File: config.mk
export PLATFORM = sky130hd
export DESIGN_NAME = ising_ram
export DESIGN_NICKNAME = d
export VERILOG_FILES = /design/src/design/ising_ram.sv
export SDC_FILE = /design/constraint.sdc
export NUM_CORES = 2
export LEC_CHECK = 0
export BUFFER_PORTS_ARGS = -buffer_cell sky130_fd_sc_hd__buf_2
export CAP_MARGIN = 10
export CORE_MARGIN = 10
export CORE_UTILIZATION = 45
export DETAILED_ROUTE_END_ITERATION = 12
export GPL_TIMING_DRIVEN = 0
export PLACE_DENSITY = 0.65
export SKIP_LAST_GASP = 1
export SYNTH_ARGS = -nofsm -noshare
export SYNTH_HDL_FRONTEND = slang
export SYNTH_SLANG_ARGS = --single-unit
File: constraint.sdc
create_clock -name clk_i -period 5.5 [get_ports clk_i]
set_input_delay 0 -clock clk_i [delete_from_list [all_inputs] [get_ports clk_i]]
set_output_delay 0 -clock clk_i [all_outputs]
set_load 0.03 [all_outputs]
File: src/design/ising_ram.sv
module ising_ram #(
  parameter int WIDTH = 64,
  parameter int DEPTH = 64,
  localparam int ADDR_W = (DEPTH > 1) ? $clog2(DEPTH) : 1
) (
  input  logic              clk_i,
  input  logic              we_i,
  input  logic [ADDR_W-1:0] waddr_i,
  input  logic [WIDTH-1:0]  wdata_i,
  input  logic              re_i,
  input  logic [ADDR_W-1:0] raddr_i,
  output logic [WIDTH-1:0]  rdata_o
);

  logic [WIDTH-1:0] mem_q [DEPTH];

  // One write port and one registered read port; read data holds while idle.
  always_ff @(posedge clk_i) begin
    if (we_i) begin
      mem_q[waddr_i] <= wdata_i;
    end
    if (re_i) begin
      rdata_o <= mem_q[raddr_i];
    end
  end

endmodule

==> results.yml <==
status:
  outcome: "completed"
clock_network:
  htree_levels: 5
  cts_buffers: 401
  clk_pin_slew_ns: 0.06
  tritoncts: "yes"
  cts_setup_buffers: 0
  clk_path_buf_depth: 4
  clkSinkCount: 4160
  clkLatencyLatePin_ns: 0.95
  cts-root-buf: "clkbuf_16"
global_routing:
  use_met2_pct: 36.0
  gr-usage-met3_pct: 4.87
  globalRouteMet1Util_pct: 30.2
  antenna_found_initial: 30
  grt_max_degree: 65
  grt_pass1_vias: 77291
  grt.total_usage_pct: 22.4
  grt_overflow_total: 0
  grt_pass1_wl_mm: 598
  busiest_layer: "met2"
worst_setup_path:
  startpoint: "raddr_i[2]"
  worst_setup_path_end_kind: "flop"
  reg2reg_to: "rdata_o[52]"
  critPathArrivalTime_ns: 4.13
  worst-r2r-setup-slack_ns: 2.47
  cp-start-kind: "input port"
  critPathKind: "in2reg"
  reg2reg_depth: 5
  r2r_start: "mem_q[50][52]"
  crit_end: "rdata_o[52]"
  cp.required_ns: 6.01
  path_max_fanout: 10
detailed_routing:
  ant_nets: 0
  routed_via_density: 6.19
  dr.pass1.iters: 6
  finalWirelength_mm: 428
  first_iter_violations: 10944
  drc_errors: 0
  vias: 76765
  wl_per_cell_um: 34.5
power_and_ir_drop:
  p_total_w: 0.0661
  ir_drop_mv: 0.254
  pwr_density_cell_mw_per_mm2: 362
  leakagePower_nw: 56.9
timing:
  clock_skew_ns: 0.0374
  tightest_slew_ns: 1.45
  hold_viol: 0
  finalCritPeriodShare_pct: 65.8
  slew_headroom_pct: 2.59
  period_needed_ns: 3.62
  fmax_mhz: 276
  hold-worst-slack_ns: 0.0236
  setup_ws_ns: 1.88
  setup_violations: 0
  final_max_slew_viol_count: 0
  rsz0062_at_grt: "false"
final_layout:
  drive_gt1_share_pct: 29.6
  area_growth_pct: 16.2
  final_area_sq_mm: 0.182
  nets: 7532
placed_design:
  dp_slack_ns: 1.09
  gp_congestion: 0.827
  port_buffers: 134
  postPlaceCellArea_sq_mm: 0.168
  dpl.hpwl_mm: 283
synth:
  yosys.area_share.simple_pct: 1.23
  syn_nets: 6677
  syn_inst: 6598
  synth_area_leaders: "edfxtp_1 80%, mux4_2 15%, mux2i_1 0.86%"
  synth_compound_area_share_pct: 2.47
  yosysTopAreaCellShare_pct: 79.6
  yosysUniqueCellTypes: 32
  ys_ff_latch: 4160
  synthAdderAreaFrac_pct: 0
  yosys_warnings: 0
  synth_top_family_by_area: "multiplexers"
  synth_xor_xnor_area_share_pct: 0
  ys_seq_area_share_pct: 79.6
  syn_area_sq_mm: 0.157
  avgSynthCellArea_sq_um: 23.8
  synth_top_area_cell: "edfxtp_1"
  synthMuxAreaShare_pct: 15.6
floorplan:
  coreArea_sq_mm: 0.347
  die_y_um: 611
  die_w_um: 611
  dieArea_sq_mm: 0.373
  pin_count: 143
  core.rowCount: 216
  initial_utilization_pct: 45.3
worst_hold_path:
  holdCritPathClass: "in2reg"
flow_run:
  maxCapViolations: 0
worst min path at each step:
stage           startpoint       endpoint  slack (ns)  cells past startpoint
5_1_grt        wdata_i[39]  mem_q[31][39]        0.04                      2
4_1_cts               re_i    rdata_o[62]        0.07                      2
2_1_floorplan   wdata_i[0]    mem_q[0][0]         0.1                      0
3_3_place_gp   rdata_o[12]    rdata_o[12]        0.49                      1
6_report       wdata_i[39]  mem_q[31][39]        0.02                      2
3_5_place_dp          re_i    rdata_o[62]        0.46                      1
state kept, by name, indices dropped and copies added (netlist names):
| register | count |
|---|---|
| mem_q | 4096 |
| rdata_o | 64 |
worst max-delay path, stage by stage:
cell      delay (ns)
buf_2           0.18
buf_4           0.34
buf_2           0.51
buf_2           0.59
buf_4           0.38
mux2i_1         0.17
o22ai_1         0.35
a41oi_1         0.28
a211oi_1        1.30
cells in the mapped netlist (all sizes together):
library cell  number
a211oi            63
a22o              88
a22oi            168
a2bb2oi           19
a31o               1
a31oi             18
a41oi             26
and2               3
and3              64
buf              230
clkbuf           140
edfxtp          4160
inv               19
mux2i            135
mux4            1024
nand2             58
nand2b            11
nand3             45
nand3b             2
nand4              2
nand4b             1
nor2             112
nor2b             28
nor3               2
o221ai            38
o22ai             83
or2               28
or3               29
or3b               1
report_power, final:
part	switching (W)	internal, W
combinational	0.00240	0.00121
clock	0.0118	0.0155
sequential	0.0000593	0.0352
through the flow:
stage               std cells  setup TNS (ns)  util (%)
floorplan                6598               0         -
global placement        11310        -9404.90      47.1
detailed placement      11520               0      48.5
CTS                     12327               0      52.4
global route            12371               0      52.6
finish                  12394               0      52.6
cell type report:
cell class	count	area, sq um
fillers	25826	164000
repair buffers	452	6290
well taps	4578	5730
clock inverters	275	2540
flip-flops and latches	4160	125000
inverters	19	71.3
multi-input cells	2049	30700
plain buffers	370	1780
clock buffers	460	10400
diodes	31	77.6
cells in the final DEF (no fill, tap or decap), drive strengths merged:
| cell type | n |
|---|---|
| or3b | 1 |
| nand2 | 58 |
| a41oi | 26 |
| nand2b | 11 |
| a31o | 1 |
| mux4 | 1024 |
| a31oi | 18 |
| nor2 | 112 |
| o221ai | 38 |
| diode | 31 |
| a2bb2oi | 19 |
| a22oi | 168 |
| nor2b | 28 |
| a211oi | 63 |
| o22ai | 83 |
| bufinv | 42 |
| buf | 610 |
| mux2i | 135 |
| clkinvlp | 27 |
| edfxtp | 4160 |
| or2 | 28 |
| dlygate4sd3 | 72 |
| nand3 | 45 |
| inv | 32 |
| nand4 | 2 |
| and2 | 3 |
| or3 | 29 |
| nor3 | 2 |
| nand3b | 2 |
| nand4b | 1 |
| clkbuf | 600 |
| a22o | 88 |
| and3 | 64 |
| clkinv | 193 |
timing repair:
action	CTS	global route
endpoints found under the hold margin	3916	0
hold buffers	72	0
gates resized for setup	0	0
cells by family (layout without fill, tap and decap cells):
family,Yosys count,in the layout
buffers and inverters,389,1576
flip-flops,4160,4160
AO/OA/AOI/OAI,504,504
AND/OR/NAND/NOR,386,386
other,0,31
multiplexers,1159,1159
metal layers:
metal  wire length, um  vias to the layer above
met5                52                        -
met4             19600                        8
met3             43100                      814
met2            205000                     4322
met1            160000                    41291
li1                  -                    30330
Note: power is estimated with default switching activity, not from simulation.
